$ cat src/rtl/core/smpv_pkg.sv
// ----------------------------------------------------------------------------
// smpv_pkg
// Shared sizes, operation codes and beat types of the sample playback mixer.
// ----------------------------------------------------------------------------
`timescale 1ns / 1ps
`default_nettype none

package smpv_pkg;

  // Sizing
  localparam int Voices     = 8;
  localparam int MaxSamples = 16;
  localparam int StoreBytes = 4096;

  localparam int VIdxW = (Voices > 1) ? $clog2(Voices) : 1;
  localparam int VCntW = $clog2(Voices + 1);
  localparam int SIdxW = (MaxSamples > 1) ? $clog2(MaxSamples) : 1;
  localparam int SCntW = $clog2(MaxSamples + 1);
  localparam int AddrW = (StoreBytes > 1) ? $clog2(StoreBytes) : 1;
  localparam int LenW  = $clog2(StoreBytes + 1);

  // Command queue between front and back
  localparam int QDepth = 2;
  localparam int QPtrW  = (QDepth > 1) ? $clog2(QDepth) : 1;
  localparam int QCntW  = $clog2(QDepth + 1);

  // Configuration register indexes
  localparam logic [1:0] CfgActiveVoices = 2'd0;
  localparam logic [1:0] CfgLoadGain     = 2'd1;
  localparam logic [1:0] CfgMuteOn       = 2'd2;

  typedef enum logic [1:0] {
    OP_LOAD  = 2'd0,
    OP_PLAY  = 2'd1,
    OP_TICK  = 2'd2,
    OP_CLEAR = 2'd3
  } op_e;

  typedef struct packed {
    op_e        op;
    logic [7:0] data_byte;
    logic       last_byte;
    logic [3:0] sample_id;
    logic       loop_flag;
  } item_t;

  typedef struct packed {
    logic [3:0] active_voices;
    logic [7:0] load_gain;
    logic       mute_on;
  } cfg_t;

endpackage

`default_nettype wire

$ cat src/rtl/core/smpv_front.sv
// ----------------------------------------------------------------------------
// smpv_front
// Accepts command beats, classifies the operation and queues them for the
// back end. Busy is raised while the queue is full.
// ----------------------------------------------------------------------------
`timescale 1ns / 1ps
`default_nettype none

module smpv_front (
  input  wire logic                clk_i,
  input  wire logic                rst_ni,
  input  wire logic                start,
  output logic                     busy,
  input  wire logic [1:0]          op_i,
  input  wire logic [7:0]          data_byte_i,
  input  wire logic                last_byte_i,
  input  wire logic [3:0]          sample_id_i,
  input  wire logic                loop_flag_i,
  input  wire logic                pop_i,
  output smpv_pkg::item_t          head_o,
  output logic                     head_valid_o
);

  smpv_pkg::item_t                 slot_q [smpv_pkg::QDepth];
  logic [smpv_pkg::QPtrW-1:0]      wr_ptr_q, wr_ptr_d;
  logic [smpv_pkg::QPtrW-1:0]      rd_ptr_q, rd_ptr_d;
  logic [smpv_pkg::QCntW-1:0]      cnt_q, cnt_d;
  logic                            push;
  logic                            pop;
  smpv_pkg::item_t                 item;

  // Classify the incoming beat
  always_comb begin
    item.op        = smpv_pkg::op_e'(op_i);
    item.data_byte = data_byte_i;
    item.last_byte = last_byte_i;
    item.sample_id = sample_id_i;
    item.loop_flag = loop_flag_i;
  end

  assign busy         = (cnt_q == smpv_pkg::QCntW'(smpv_pkg::QDepth));
  assign push         = start && !busy;
  assign pop          = pop_i && (cnt_q != '0);
  assign head_valid_o = (cnt_q != '0);
  assign head_o       = slot_q[rd_ptr_q];

  // Advance pointers and fill count
  always_comb begin
    wr_ptr_d = wr_ptr_q;
    rd_ptr_d = rd_ptr_q;
    cnt_d    = cnt_q;
    if (push) begin
      wr_ptr_d = (wr_ptr_q == smpv_pkg::QPtrW'(smpv_pkg::QDepth - 1)) ? '0 : wr_ptr_q + 1'b1;
    end
    if (pop) begin
      rd_ptr_d = (rd_ptr_q == smpv_pkg::QPtrW'(smpv_pkg::QDepth - 1)) ? '0 : rd_ptr_q + 1'b1;
    end
    if (push && !pop) begin
      cnt_d = cnt_q + 1'b1;
    end else if (pop && !push) begin
      cnt_d = cnt_q - 1'b1;
    end
  end

  always_ff @(posedge clk_i or negedge rst_ni) begin
    if (!rst_ni) begin
      wr_ptr_q <= '0;
      rd_ptr_q <= '0;
      cnt_q    <= '0;
    end else begin
      wr_ptr_q <= wr_ptr_d;
      rd_ptr_q <= rd_ptr_d;
      cnt_q    <= cnt_d;
    end
  end

  // Store the accepted beat
  always_ff @(posedge clk_i) begin
    if (push) begin
      slot_q[wr_ptr_q] <= item;
    end
  end

endmodule

`default_nettype wire

$ cat config.mk
export PLATFORM = sky130hd
export DESIGN_NAME = smpv_front
export DESIGN_NICKNAME = d
export VERILOG_FILES = /design/src/rtl/core/smpv_pkg.sv /design/src/rtl/core/smpv_front.sv
export SDC_FILE = /design/constraint.sdc
export NUM_CORES = 1
export LEC_CHECK = 0
export BUFFER_PORTS_ARGS = -buffer_cell sky130_fd_sc_hd__buf_4
export CAP_MARGIN = 20
export CORE_AREA = 8 8 72 68
export CTS_BUF_LIST = sky130_fd_sc_hd__clkbuf_8 sky130_fd_sc_hd__clkbuf_16
export CTS_CLUSTER_DIAMETER = 50
export DETAILED_ROUTE_END_ITERATION = 6
export DIE_AREA = 0 0 80 76
export PLACE_DENSITY = 0.66
export RECOVER_POWER = 100
export SLEW_MARGIN = 10
export SYNTH_ARGS = -nofsm -noshare
export SYNTH_HDL_FRONTEND = slang
export SYNTH_SLANG_ARGS = --single-unit
$ cat constraint.sdc
create_clock -name clk_i -period 2.59 [get_ports clk_i]
set_input_delay 0 -clock clk_i [delete_from_list [all_inputs] [get_ports clk_i]]
set_output_delay 0 -clock clk_i [all_outputs]
set_load 0.005 [all_outputs]
# Word level (Yosys, flattened, before mapping)
# Memory sizes are Yosys's and may differ from the RTL's.
# Index checks and enable logic that the tools add are counted.
[op_classes]
addsub = 4
eq_ne = 1
n_reduce_logical = 9
muxes = 6
[op_table]
columns = ["cell", "n"]
rows = [
  ["$logic_and A1 B1 Y1", 4],
  ["$mux W1", 4],
  ["$mux W2", 2],
  ["$reduce_bool A2 Y1", 2],
  ["$logic_not A1 Y1", 3],
  ["$add A1 B1 Y1 const B", 2],
  ["$add A2 B1 Y2 const B", 1],
  ["$eq A2 B2 Y1 const B", 1],
  ["$sub A2 B1 Y2 const B", 1],
]
[totals]
wordCells = 24
out_inout_bits = 18
n_memories = 1
ram_bits = 32
register_bits = 4
input_bits = 20
[mem_list]
columns = ["memory", "words", "width", "read_ports", "rd_clocked_by_memory_dff", "write_ports", "line_no", "source"]
rows = [
  ["slot_q", 2, 16, 1, 0, 1, "smpv_front.sv:24", "smpv_pkg::item_t slot_q [smpv_pkg::QDepth];"],
]

# Logic depth before layout (Yosys ltp)
[logic_depth]
depth_word = 7
ltp_mapped = 7
depth_no_buf = 7

# Worst setup path after synthesis
# No wires, ideal clock.
[synth_timing]
kind = "reg2reg"
from = "register cnt_q[0] in the netlist's numbering"
to = "memory slot_q[0][0] in the netlist's numbering, enable pin"
setup_ps = 388
setup_slack_ps = 885
synth_period_minus_slack_ps = 1705
t_arrival_ps = 1317
required_time_ps = 2202
path_stages_with_launch = 4
path_buffers = 0
path_cell_list = "dfrtp_1 > nand2b_1 > nand2_1 > nor2_1"
[synth_via]
elab_chain_len = 5
[synth_lines]
columns = ["element", "line_no", "source"]
rows = [
  ["start, declared", "smpv_front.sv:27", "logic [smpv_pkg::QCntW-1:0] cnt_q, cnt_d;"],
  ["start signal, assigned", "smpv_front.sv:73", "cnt_q <= cnt_d;"],
  ["$eq A2 B2 Y1", "smpv_front.sv:41", "assign busy = (cnt_q == smpv_pkg::QCntW'(smpv_pkg::QDepth));"],
  ["$logic_not A1 Y1", "smpv_front.sv:42", "assign push = start && !busy;"],
  ["$logic_and A1 B1 Y1", "smpv_front.sv:42", ""],
  ["$mux W1", "smpv_front.sv:79", "if (push) begin"],
  ["$mux W1 (implied by the code)", "smpv_front.sv:80", "slot_q[wr_ptr_q] <= item;"],
  ["end, declared", "smpv_front.sv:24", ""],
]
# No other way between the ends.

==> flow_summary_export.csv <==
group,metric,value,unit
run_status,status,"complete, no violations",
timing,slew_headroom,48.2,%
placement,hpwl,1810,um
timing,hold_viol,0,
placement,gp_congestion,0.636,
critical_path,cp-startpoint,"rd_ptr_q",
final_layout,syn_to_final_growth,37.2,%
global_route,grt_antenna_before_repair,0,
timing,setup_viol,0,
clock_network,clock_latency,280,ps
routing,drt-initial-drc-count,22,
global_route,first_global_vias,924,
critical_path,worst-setup-path-type,"reg -> out",
routing,drc,0,
critical_path,cp_num_buf_inv,2,
routing,wl_per_cell,14.1,um
routing,vias_per_cell,4.32,
clock_network,cts_root_buffer,"clkbuf_8",
timing,post-route-period-util,71.7,%
routing,routed_wl,2550,um
timing,period_needed,1860,ps
global_route,grt_util_all_layers,9.35,%
yosys,syn_nets,90,
yosys,ys_warn_count,0,
final_layout,drive_gt1_share,33.8,%
critical_path,path_cells,"clkbuf_1, mux2_1, buf_4",
critical_path,critical_path.startpoint_type,"flip-flop",
timing,rsz0062_at_grt,"false",
final_layout,nFillCells,349,
final_layout,antennaDiodeCount,0,
floorplan,initial_utilization,37.0,%
timing,drv_slew,0,
critical_path,cp_top_family,"buffers and inverters",
routing,vias,782,
global_route,grt_max_degree,17,
floorplan,core_area,3800,um2
power,p_leak,0.747,nW
critical_path,worstPathMaxFanout,10,
power,powerDensity,941,nW/um2
critical_path,reg2reg_from,"cnt_q[0]",
timing,fin_ws,733,ps
placement,io_buffers,37,
critical_path,crit_slowest_cell,"dfrtp_1",
critical_path,slowest_delay,530,ps
routing,ant_nets,0,
yosys,yosysUniqueCellTypes,16,
placement,dpl_worst_slack,961,ps
critical_path,cp.arrival,1860,ps
power,ir_worst_vdd,0.508,mV
clock_network,cts_tree,"done",
clock_network,clk_path_buf_depth,2,
final_layout,seq_area,1060,um2
floorplan,boundaryPins,38,
floorplan,die_y,76,um
floorplan,die_area,6080,um2
global_route,gr-total-overflow,0,
final_layout,multi_input_area,273,um2
final_layout,nets,153,
timing,worst_pin_slew,776,ps
clock_network,h-tree-depth,2,
critical_path,cp.required,2590,ps
global_route,grt_pass1_wl,4240,um
yosys,seq_area_frac_synth,75.4,%
yosys,synth_area_per_cell,20.4,um2
clock_network,post_cts_buffers,0,
critical_path,end_kind,"output pin",
floorplan,rows,22,
yosys,ys_seq_elements,36,
hold_path,min-delay-start,"start",
clock_network,clk_pin_slew,60,ps
clock_network,cts_made_buffers,5,
yosys,synthCells,69,
yosys,syn_area,1410,um2
run,maxCapViolations,0,
hold_path,hp-class,"in -> reg",
timing,fmax,539,MHz
routing,first_pass_iters,4,
floorplan,fp.dieW,80,um
timing,fin_setup_tns,0,ps
timing,clock_skew,7.11,ps
clock_network,cts.sinks,36,
-- state kept, by name, summed over array words and instances, names as in the netlist --
register	cells
cnt_q	2
wr_ptr_q	1
slot_q	32
rd_ptr_q	1
-- tightest hold or removal path, cell delays in order --
cell	delay [ps]
buf_4	110
nand2_1	100
xnor2_1	70
-- what timing repair did --
action	in CTS	in global routing
gates resized for setup	0	0
hold buffers	18	0
hold endpoints to repair	37	0
-- where the power goes --
group | leakage [nW] | total, mW | switching [mW] | internal (mW)
Sequential | 0.344 | 0.874 | 0.0690 | 0.805
Combinational | 0.352 | 0.590 | 0.267 | 0.324
Clock | 0.0505 | 0.351 | 0.171 | 0.180
Total | 0.747 | 1.81 | 0.506 | 1.31
-- layer usage --
layer / global-route usage [%] / wire length (um) / vias to the layer above
met2: 14.7 / 1320 / 19
met3: 3.66 / 122 / 5
met1: 9.68 / 1040 / 376
met4: 7.09 / 66 / 0
met5: 0 / 0 / -
li1: - / - / 382
-- per-stage QoR --
step / hold slack [ps] / utilization (%) / instances / area [um2] / power (mW)
2_1_floorplan: -296 / - / 69 / 1410 / 1.30
4_1_cts: 32.7 / 52.6 / 181 / 2000 / 1.96
3_5_place_dp: -199 / 45.7 / 155 / 1740 / 1.58
5_1_grt: 64.5 / 50.8 / 181 / 1930 / 1.94
3_3_place_gp: -202 / 45.7 / 155 / 1740 / 1.56
6_report: 39.1 / 50.8 / 181 / 1930 / 1.81
-- final cells by class --
class / count / share of cell area [%]
multi-input cells: 29 / 14.1
well taps: 48 / 3.11
flip-flops and latches: 36 / 55.0
clock inverters: 3 / 0.649
clock buffers: 5 / 3.57
inverters: 2 / 0.389
repair buffers: 58 / 23.2
-- kinds of logic (layout without fill, tap and decap cells) --
logic type	count (synthesis)	after routing	synth area share (%)
flops	36	36	75.4
xor+xnor	5	5	3.11
simple gates	7	7	2.58
mux	16	16	15.2
buf+inv	4	68	2.76
fa+ha+maj	1	1	0.890
-- worst paths after layout --
kind | depth (start not counted) | slack [ps] | endpoint
setup / recovery | 3 | 730 | head_o[4]
hold / removal | 3 | 40 | wr_ptr_q
setup reg to reg | 2 | 980 | slot_q[1][13]
hold reg to reg | 1 | 500 | cnt_q[1]
max in group asynchronous | 2 | 2310 | cnt_q[0]
min in group asynchronous | 2 | 80 | wr_ptr_q
-- cells in the mapped netlist, drive strengths merged --
| cell | number | area, um2 |
|---|---|---|
| edfxtp | 32 | 961 |
| mux2 | 16 | 214 |
| dfrtp | 4 | 100 |
| xnor2 | 3 | 26.3 |
| buf | 2 | 31.3 |
| inv | 2 | 7.51 |
| nand2 | 2 | 10.0 |
| nor2 | 2 | 7.51 |
| xor2 | 2 | 17.5 |
| and3 | 1 | 6.26 |
| ha | 1 | 12.5 |
| nand2b | 1 | 6.26 |
| or2 | 1 | 6.26 |
-- placed cells by master (no fill, tap or decap), drive strengths merged --
cell type / n
clkbuf: 33
edfxtp: 32
dlygate4sd3: 18
mux2: 16
buf: 12
inv: 4
dfrtp: 4
xnor2: 3
nor2: 2
xor2: 2
nand2: 2
or2: 1
nand2b: 1
and3: 1
ha: 1
clkinv: 1
No activity file was read; power rests on OpenSTA's default activity.
